`config.mk`:
```
export PLATFORM = sky130hd
export DESIGN_NAME = aarm_queue
export DESIGN_NICKNAME = d
export VERILOG_FILES = /design/src/aarm_pkg.sv /design/src/aarm_queue.sv
export SDC_FILE = /design/constraint.sdc
export NUM_CORES = 1
export LEC_CHECK = 0
export BUFFER_PORTS_ARGS = -buffer_cell sky130_fd_sc_hd__buf_2
export CAP_MARGIN = 5
export CORE_MARGIN = 10
export CORE_UTILIZATION = 56
export CTS_BUF_LIST = sky130_fd_sc_hd__clkbuf_16
export CTS_CLUSTER_DIAMETER = 150
export DETAILED_ROUTE_END_ITERATION = 8
export GPL_TIMING_DRIVEN = 0
export MAX_ROUTING_LAYER = met4
export PLACE_DENSITY_LB_ADDON = 0.05
export RECOVER_POWER = 100
export SLEW_MARGIN = 20
export SYNTH_ARGS = -nofsm -noshare
export SYNTH_HDL_FRONTEND = slang
export SYNTH_SLANG_ARGS = --single-unit
```
`constraint.sdc`:
```
create_clock -name clk -period 11.23 [get_ports clk]
set_clock_uncertainty 0.05 [all_clocks]
set_input_delay 2.246 -clock clk [delete_from_list [all_inputs] [get_ports clk]]
set_output_delay 2.246 -clock clk [all_outputs]
set_load 0.02 [all_outputs]
```
`src/aarm_pkg.sv`:
```
package aarm_pkg;

  // Q30 constants for the angle path
  localparam logic signed [33:0] Q30_ONE  = 34'sd1073741824;
  localparam logic signed [33:0] Q30_PI   = 34'sd3373259426;
  localparam logic signed [33:0] Q30_HPI  = 34'sd1686629713;
  localparam logic signed [33:0] Q30_GAIN = 34'sd652032874;

  // Q14 one, also the saturation limit
  localparam logic signed [15:0] Q14_ONE = 16'sd16384;

  // arctan(2^-i) in Q30, rounded to nearest
  localparam logic [30:0] ATAN_Q30 [32] = '{
    31'd843314857, 31'd497837829, 31'd263043837, 31'd133525159,
    31'd67021687,  31'd33543516,  31'd16775851,  31'd8388437,
    31'd4194283,   31'd2097149,   31'd1048576,   31'd524288,
    31'd262144,    31'd131072,    31'd65536,     31'd32768,
    31'd16384,     31'd8192,      31'd4096,      31'd2048,
    31'd1024,      31'd512,       31'd256,       31'd128,
    31'd64,        31'd32,        31'd16,        31'd8,
    31'd4,         31'd2,         31'd1,         31'd0
  };

  // item as classified by the front end
  typedef struct packed {
    logic signed [33:0] ang;   // folded angle, Q30
    logic               flip;  // negate cos and sin
    logic               zero;  // axis all zero
    logic [31:0]        n2;    // squared axis length
    logic [2:0][15:0]   mag;   // axis magnitudes
    logic [2:0]         neg;   // axis signs
  } aarm_item_t;

  // item after axis normalization
  typedef struct packed {
    logic signed [33:0] ang;
    logic               flip;
    logic               zero;
    logic [2:0][31:0]   unit;  // unit axis, signed Q30
  } aarm_rot_t;

  // item after cos/sin
  typedef struct packed {
    logic signed [33:0] c;
    logic signed [33:0] s;
    logic               zero;
    logic [2:0][31:0]   unit;
  } aarm_cs_t;

endpackage

```
`src/aarm_queue.sv`:
```
module aarm_queue (
  input  logic                 clk,
  input  logic                 rst_n,
  input  logic                 push,
  input  aarm_pkg::aarm_item_t push_item,
  output logic                 pop,
  output aarm_pkg::aarm_item_t pop_item,
  output logic                 full
);
  import aarm_pkg::*;

  aarm_item_t  q_mem_r [2];
  logic        q_wr_r;
  logic        q_rd_r;
  logic [1:0]  q_cnt_r;

  // back end drains one item whenever one is queued
  assign pop      = (q_cnt_r != 2'd0);
  assign pop_item = q_mem_r[q_rd_r];
  assign full     = (q_cnt_r == 2'd2);

  always_ff @(posedge clk) begin
    if (!rst_n) begin
      q_wr_r  <= 1'b0;
      q_rd_r  <= 1'b0;
      q_cnt_r <= 2'd0;
    end else begin
      if (push) q_wr_r <= ~q_wr_r;
      if (pop)  q_rd_r <= ~q_rd_r;
      q_cnt_r <= q_cnt_r + 2'(push) - 2'(pop);
    end
    if (push) q_mem_r[q_wr_r] <= push_item;
  end

endmodule

```
==> flow_summary.toml <==
[run_status]
status = "finished with violations"
violations = "capacitance limit, slew limit"

[critical_path]
crit_path_max_incr_delay_ps = 1470
cp.required_ps = 11270
crit_slowest_cell = "nor2b_1"
path_class = "primary input to flop"
r2r_end = "q_mem_r[0][14]$_DFFE_PP_"
worst_r2r_startpoint = "q_wr_r$_SDFFE_PN0P_"
ff2ff_path_depth = 3
arrival_ps = 6210
start_kind = "primary input"
cp_max_fo = 27
r2r_slack_ps = 6690
cp_cell_sequence = "clkbuf_1, nor2b_1, clkbuf_1, clkbuf_1"
crit_path_frequent_cell = "clkbuf_1"
end_kind = "flop"

[floorplanning]
die_area_sq_mm = 0.0213
num_rows = 45
coreArea_sq_mm = 0.0154
die_y_um = 146
die_x_um = 146
start_util_pct = 57.7
io_pins = 243

[hold_path]
hold_path.class = "flop to flop"
whs_endpoint = "q_cnt_r[1]$_SDFF_PN0_"
hold_depth = 2
hold_start = "q_cnt_r[1]$_SDFF_PN0_"

[grt]
grt_pass1_vias = 5127
grt_max_degree = 50
antenna_found_initial = 3
grt_pass1_wl_mm = 27.9
overflow = 0
track_usage_pct = 17.2

[detailed_routing]
avgViaCountPerCell = 5.09
post_drt_wl_per_cell_um = 20.5
firstDrtPassIters = 4
drtIter0Drc = 239
drcViolationCount = 0
num_vias = 4564
postRouteAntennaNets = 0
wl_mm = 18.4

[timing]
setup_tns_ps = 0
rsz0062_at_grt = "no"
tightest_slew_ps = 2740
max-slew-margin-rel_pct = -82.5
min_period_over_period_pct = 55.0
fmax_mhz = 162
whs_ps = 489
min_period_ps = 6180
finalSetupViolations = 0
finalHoldViolations = 0
setup_slack_ps = 5050
report.final.slew_viol_count = 203

[cells_and_area]
layout.nets = 789
drive_gt1_share_pct = 35.8
areaGrowthSynthToFinish_pct = 22.3
num-fill-cells = 1072
final_common_cell = "edfxtp_1"
final_cell_mix = "edfxtp_1, clkbuf_1, mux2_2, buf_2, clkbuf_16"
fin_cells = 896

[clocking]
htreeDepth = 1
cts_root_buf = "clkbuf_16"
clock_tree.buffer_depth = 3
cts_tree = "built"
clkTransAtPathRegs_ps = 60
cts_hold_buf = 0
cts_sinks = 243
cts_buffers = 24
postCtsSetupBuffers = 0
cts_resized = 0
insertion_delay_ps = 490

[logic_synthesis]
yosys_warnings = 0
ys_types = 16
synth_area_sq_mm = 0.00887
ys_ff_latch = 243
synth_cells = 392
ys_seq_area_share_pct = 81.7
syn_nets = 515
avgSynthCellArea_sq_um = 22.6

[job]
cap_violations = 6

[place]
gp_congestion = 0.720
place_inst = 851
dpl_worst_slack_ps = 7320
hpwl_mm = 13.1
numPortBuffers = 242

[pwr]
pwr_density_cell_mw_per_mm2 = 186
leakage_nw = 3.75
ir_drop_uv = 132
-- cells in the mapped netlist --
| cell | number | area [sq um] |
|---|---|---|
| o21ai_0 | 1 | 5.00 |
| or3_1 | 1 | 6.26 |
| clkbuf_8 | 11 | 151 |
| buf_6 | 2 | 22.5 |
| nor2b_1 | 4 | 25.0 |
| o21a_1 | 1 | 7.51 |
| and2_1 | 2 | 12.5 |
| nand2_1 | 2 | 7.51 |
| or2_2 | 1 | 6.26 |
| mux2_2 | 119 | 1340 |
| ha_1 | 1 | 12.5 |
| edfxtp_1 | 238 | 7150 |
| mux2i_1 | 1 | 10.0 |
| and3_1 | 2 | 12.5 |
| nand2b_1 | 1 | 6.26 |
| dfxtp_1 | 5 | 100 |
-- power breakdown --
group | internal (mW) | leakage, nW | switching [mW]
Sequential | 1.05 | 2.27 | 0.00991
Combinational | 0.0667 | 1.08 | 0.124
Clock | 0.468 | 0.391 | 0.304
Total | 1.58 | 3.75 | 0.438
-- worst max-delay path by stage --
stage / end / depth (start not counted) / slack, ps / from
5_1_grt: q_mem_r[0][14]$_DFFE_PP_ / 4 / 4640 / push
6_report: q_mem_r[0][14]$_DFFE_PP_ / 4 / 5050 / push
3_3_place_gp: q_wr_r$_SDFFE_PN0P_ / 3 / 300 / push
4_1_cts: pop_item[73] / 4 / 7120 / flop
3_5_place_dp: q_mem_r[0][39]$_DFFE_PP_ / 4 / 7320 / push
2_1_floorplan: q_mem_r[0][0]$_DFFE_PP_ / 1 / 3130 / push
-- cells by family (layout without fill, tap and decap cells) --
family          Yosys count  after routing  synth area share, %
compound gates            2              2                0.141
other cells               0              3                    0
buf+inv                  13            303                 1.96
flops                   243            243                 81.7
fa+ha+maj                 1              1                0.141
mux                     120            120                 15.2
simple gates             13             13                0.860
-- metal layers --
metal / GRT usage (%) / vias up / share of wire, %
met5: - / - / 0
met4: 5.01 / 0 / 2.0
met3: 6.49 / 22 / 9.3
met2: 29.1 / 175 / 52
met1: 18.4 / 2253 / 36
li1: - / 2114 / -
-- flip-flops by register name, summed over array words and instances, names as in the netlist, named ones only --
signal   cells
q_wr_r       1
q_rd_r       1
q_mem_r    238
q_cnt_r      2
-- layout make-up --
type | count | area, sq um | area share [%]
flip-flops and latches | 243 | 7250 | 66.8
multi-input cells | 136 | 1450 | 13.4
repair buffers | 248 | 1050 | 9.71
clock buffers | 25 | 626 | 5.77
well taps | 211 | 264 | 2.43
clock inverters | 17 | 149 | 1.37
plain buffers | 13 | 48.8 | 0.450
diodes | 3 | 7.51 | 0.0692
-- stage by stage --
step | util [%] | instance area [sq um] | power, mW
floorplan | - | 8870 | 1.21
global placement | 67.3 | 10300 | 1.29
detailed placement | 68.3 | 10500 | 1.29
CTS | 73.3 | 11300 | 2.07
global route | 70.6 | 10800 | 2.10
finish | 70.6 | 10800 | 2.02
-- worst max-delay path: cells and delay by family --
kind                   cells  cell delay [ps]
buffers and inverters      3             2480
and+or+nand+nor            1             1470
Power figures use the tool's default switching activity.
