===== src/aarm_pkg.sv =====
package aarm_pkg;

  // Q30 constants for the angle path
  localparam logic signed [33:0] Q30_ONE  = 34'sd1073741824;
  localparam logic signed [33:0] Q30_PI   = 34'sd3373259426;
  localparam logic signed [33:0] Q30_HPI  = 34'sd1686629713;
  localparam logic signed [33:0] Q30_GAIN = 34'sd652032874;

  // Q14 one, also the saturation limit
  localparam logic signed [15:0] Q14_ONE = 16'sd16384;

  // arctan(2^-i) in Q30, rounded to nearest
  localparam logic [30:0] ATAN_Q30 [32] = '{
    31'd843314857, 31'd497837829, 31'd263043837, 31'd133525159,
    31'd67021687,  31'd33543516,  31'd16775851,  31'd8388437,
    31'd4194283,   31'd2097149,   31'd1048576,   31'd524288,
    31'd262144,    31'd131072,    31'd65536,     31'd32768,
    31'd16384,     31'd8192,      31'd4096,      31'd2048,
    31'd1024,      31'd512,       31'd256,       31'd128,
    31'd64,        31'd32,        31'd16,        31'd8,
    31'd4,         31'd2,         31'd1,         31'd0
  };

  // item as classified by the front end
  typedef struct packed {
    logic signed [33:0] ang;   // folded angle, Q30
    logic               flip;  // negate cos and sin
    logic               zero;  // axis all zero
    logic [31:0]        n2;    // squared axis length
    logic [2:0][15:0]   mag;   // axis magnitudes
    logic [2:0]         neg;   // axis signs
  } aarm_item_t;

  // item after axis normalization
  typedef struct packed {
    logic signed [33:0] ang;
    logic               flip;
    logic               zero;
    logic [2:0][31:0]   unit;  // unit axis, signed Q30
  } aarm_rot_t;

  // item after cos/sin
  typedef struct packed {
    logic signed [33:0] c;
    logic signed [33:0] s;
    logic               zero;
    logic [2:0][31:0]   unit;
  } aarm_cs_t;

endpackage


===== src/aarm_front.sv =====
module aarm_front (
  input  logic                 clk,
  input  logic                 rst_n,
  input  logic                 in_take,
  input  logic signed [15:0]   in_angle,
  input  logic signed [15:0]   in_axis_x,
  input  logic signed [15:0]   in_axis_y,
  input  logic signed [15:0]   in_axis_z,
  output logic                 push,
  output aarm_pkg::aarm_item_t push_item
);
  import aarm_pkg::*;

  logic                 f1_vld_r;
  logic signed [33:0]   f1_ang_r, f1_ang_nxt;
  logic                 f1_flip_r, f1_flip_nxt;
  logic                 f1_zero_r;
  logic [2:0][15:0]     f1_mag_r, f1_mag_nxt;
  logic [2:0]           f1_neg_r, f1_neg_nxt;
  logic [2:0][31:0]     f1_sq_r, f1_sq_nxt;
  logic                 f2_vld_r;
  aarm_item_t           f2_item_r;
  logic signed [33:0]   ang_ext;
  logic [2:0][15:0]     axis;

  assign axis = {in_axis_z, in_axis_y, in_axis_x};

  // angle to Q30, fold by pi; axis magnitudes and squares
  always_comb begin
    ang_ext = $signed({in_angle[15], in_angle, 17'b0});
    f1_ang_nxt  = ang_ext;
    f1_flip_nxt = 1'b0;
    if (ang_ext > Q30_HPI) begin
      f1_ang_nxt  = ang_ext - Q30_PI;
      f1_flip_nxt = 1'b1;
    end else if (ang_ext < -Q30_HPI) begin
      f1_ang_nxt  = ang_ext + Q30_PI;
      f1_flip_nxt = 1'b1;
    end
    for (int j = 0; j < 3; j++) begin
      f1_neg_nxt[j] = axis[j][15];
      f1_mag_nxt[j] = axis[j][15] ? (~axis[j] + 16'd1) : axis[j];
      f1_sq_nxt[j]  = 32'(f1_mag_nxt[j]) * 32'(f1_mag_nxt[j]);
    end
  end

  always_ff @(posedge clk) begin
    if (!rst_n) begin
      f1_vld_r <= 1'b0;
      f2_vld_r <= 1'b0;
    end else begin
      f1_vld_r <= in_take;
      f2_vld_r <= f1_vld_r;
    end
    f1_ang_r  <= f1_ang_nxt;
    f1_flip_r <= f1_flip_nxt;
    f1_zero_r <= (in_axis_x == 16'sd0) && (in_axis_y == 16'sd0) && (in_axis_z == 16'sd0);
    f1_mag_r  <= f1_mag_nxt;
    f1_neg_r  <= f1_neg_nxt;
    f1_sq_r   <= f1_sq_nxt;
    // second stage: squared length
    f2_item_r.ang  <= f1_ang_r;
    f2_item_r.flip <= f1_flip_r;
    f2_item_r.zero <= f1_zero_r;
    f2_item_r.n2   <= f1_sq_r[0] + f1_sq_r[1] + f1_sq_r[2];
    f2_item_r.mag  <= f1_mag_r;
    f2_item_r.neg  <= f1_neg_r;
  end

  assign push      = f2_vld_r;
  assign push_item = f2_item_r;

endmodule


===== config.mk =====
export PLATFORM = sky130hd
export DESIGN_NAME = aarm_front
export DESIGN_NICKNAME = d
export VERILOG_FILES = /design/src/aarm_pkg.sv /design/src/aarm_front.sv
export SDC_FILE = /design/constraint.sdc
export NUM_CORES = 2
export LEC_CHECK = 0
export BUFFER_PORTS_ARGS = -buffer_cell sky130_fd_sc_hd__clkbuf_2
export CORE_MARGIN = 4
export CORE_UTILIZATION = 40
export DETAILED_ROUTE_END_ITERATION = 16
export GPL_ROUTABILITY_DRIVEN = 1
export PLACE_DENSITY_LB_ADDON = 0.2
export RECOVER_POWER = 25
export REMOVE_ABC_BUFFERS = 1
export SLEW_MARGIN = 20
export SYNTH_ARGS = -nofsm -noshare
export SYNTH_HDL_FRONTEND = slang
export SYNTH_SLANG_ARGS = --single-unit

===== constraint.sdc =====
create_clock -name clk -period 10.94 [get_ports clk]
set_clock_uncertainty 0.2 [all_clocks]
set_input_delay 1.094 -clock clk [delete_from_list [all_inputs] [get_ports clk]]
set_output_delay 1.094 -clock clk [all_outputs]
set_load 0.01 [all_outputs]

==> flow_metrics.tcl <==
set metrics [dict create \
    first_global_vias 22261 \
    synthToLayoutAreaGrowth_pct 10.8 \
    crit_slowest_cell "xor2_1" \
    path_class "in2reg" \
    ys_top_cells_by_area "fa_1, dfxtp_1, ha_1, inv_1, nand2_1" \
    rsz0062_at_grt "no" \
    synth_cell_types 77 \
    post_cts_resized 0 \
    dp.final_hpwl_um 61100 \
    tightest_slew_ns 1.14 \
    dr_wl_met3_um 3550 \
    cp_common_cell "inv_1" \
    r2r_end "push_item[74]$_DFF_P_" \
    clkTransAtPathRegs_ns 0.06 \
    cp.required_ns 11.18 \
    r2r-start "f1_sq_r[67]$_DFF_P_" \
    synth_cells 3179 \
    end_kind "flop" \
    critPathLaunch "in_axis_z[0]" \
    seq_area_frac_synth 0.178 \
    drt-vias-per-instance 4.86 \
    drv_slew 0 \
    drtIter0Drc 1194 \
    status "completed" \
    cts_setup_buffers 0 \
    finalSetupTns_ns 0 \
    wl_met1_um 32800 \
    antenna_left 0 \
    h-tree-depth 2 \
    period_share 0.823 \
    grt_start_max_net_pins 19 \
    wl_um 72500 \
    port_buffers 185 \
    drt_first_pass_iters 5 \
    coreArea_um2 74600 \
    drive_above_1_share 0.0936 \
    cts_tree "done" \
    ys_top_cells_by_count "inv_1, fa_1, ha_1" \
    vias 21292 \
    synth-main-ff-cell "dfxtp_1" \
    io_pins 187 \
    grt_first_pass_wirelength_um 118000 \
    drc_errors 0 \
    final_hold_viol_count 0 \
    grt_overflow_total 0 \
    avgSynthCellArea_um2 9.49 \
    routed.top_layer "met4" \
    synth_seq_cells 268 \
    clock_path_buffers 3 \
    clock.fmax_mhz 111 \
    synth_top_area_cell "fa_1" \
    wl_met2_um 34500 \
    cts_made_buffers 35 \
    synth_warnings 0 \
    relSlewSlack 0.241 \
    async_flop_share 0 \
    reg2reg_depth 12 \
    cts.sinks 268 \
    start_util 0.405 \
    antenna_found_initial 5 \
    grtUsageTotal 0.187 \
    clk_latency_ns 0.56 \
    hold_class "reg2reg" \
    wl_per_cell_um 16.6 \
    setup_viol_count_final 0 \
    gp_congestion 0.853 \
    post-route-min-period_ns 9.01 \
    synth.most_common_cell "inv_1" \
    endpoint "f1_sq_r[93]$_DFF_P_" \
    drv_cap 0 \
    netlist_area_um2 30200 \
    critPathLaunchType "primary input" \
    synth_edf_count 0 \
    fp.dieW_um 283 \
    cts-hold-fix-buffers 0 \
    synth_top_area_frac 0.347 \
    rows 100 \
    path_max_fanout 16 \
    die_h_um 283 \
    cpPeakStageDelay_ns 0.57 \
    nNetsFinal 4290 \
    die_area_um2 79900 \
    timing.reg2reg.setup_slack_ns 7.23 \
    cts_root_buf "clkbuf_16" \
    arrival_ns 9.24 \
]
## state kept, by name (all words and copies together), names as in the netlist
| name | flops |
|---|---|
| push_item | 104 |
| f1_ang_r | 20 |
| f1_vld_r | 1 |
| f1_mag_r | 45 |
| f1_zero_r | 1 |
| push | 1 |
| f1_sq_r | 93 |
| f1_neg_r | 3 |
## kinds of logic after synthesis
group           synth area share
buf+inv                    0.104
flops                      0.178
simple gates              0.0980
other cells             0.000249
compound gates            0.0852
xor+xnor                  0.0548
fa+ha+maj                  0.479
mux                     0.000995
## final cells by class
type	count	area (µm²)
diodes	2	5.00
clock buffers	39	932
clock inverters	24	254
fillers	7280	41100
inverters	735	2760
multi-input cells	2130	21800
flip-flops and latches	268	5370
well taps	969	1210
repair buffers	211	1090
## worst min path at each step
stage | startpoint | to | slack, ns | depth (start not counted)
after floorplan | f1_neg_r[0]$_DFF_P_ | push_item[0]$_DFF_P_ | 0.11 | 0
after global placement | f1_ang_r[30]$_DFF_P_ | push_item[115]$_DFF_P_ | 0.11 | 0
after detailed placement | f1_mag_r[44]$_DFF_P_ | push_item[47]$_DFF_P_ | 0.11 | 0
after CTS | f1_ang_r[32]$_DFF_P_ | push_item[117]$_DFF_P_ | 0.12 | 0
after global routing | f1_mag_r[11]$_DFF_P_ | push_item[14]$_DFF_P_ | 0.12 | 0
final | f1_mag_r[11]$_DFF_P_ | push_item[14]$_DFF_P_ | 0.12 | 0
## metal layers
layer  track usage  up-vias
met4        0.0454        0
met5             0        -
met1         0.260    10500
met3        0.0201       89
li1              -    10227
met2         0.317      476
## cell usage in the layout (no fill, tap or decap), types with 29 or more instances in the layout
master and instances:
nand3_1 29, dfxtp_1 268, nor3_1 43, xor2_1 59, o21ai_0 67, xnor2_1 111
ha_1 319, fa_1 523, nor2_1 212, clkbuf_16 36, conb_1 36, a21oi_1 117
nand2_1 278, clkbuf_2 173, inv_1 693, a21o_1 65
## through the flow
| stage | cell area, µm² | hold slack [ns] | utilization | setup slack [ns] | instances |
|---|---|---|---|---|---|
| after floorplan | 29900 | 0.110 | - | 2.61 | 3133 |
| after global routing | 33400 | 0.124 | 0.448 | 1.50 | 4376 |
| final | 33400 | 0.122 | 0.448 | 1.93 | 4378 |
| after global placement | 32300 | 0.110 | 0.433 | 1.57 | 4313 |
| after CTS | 33500 | 0.121 | 0.449 | 2.03 | 4376 |
| after detailed placement | 32300 | 0.112 | 0.433 | 1.43 | 4313 |
## worst max-delay path: cells and delay by family
| kind | cells | cell delay, ns |
|---|---|---|
| buffers and inverters | 10 | 1.52 |
| multiplexers | 1 | 0.25 |
| adder cells (fa/ha/maj) | 8 | 3.64 |
| AND/OR/NAND/NOR | 7 | 1.30 |
| XOR/XNOR | 1 | 0.57 |
| AO/OA/AOI/OAI | 2 | 0.84 |
Power is left out: the tool's default activity adds up to more than one toggle a clock period on the data nets, which glitch-free logic cannot reach.
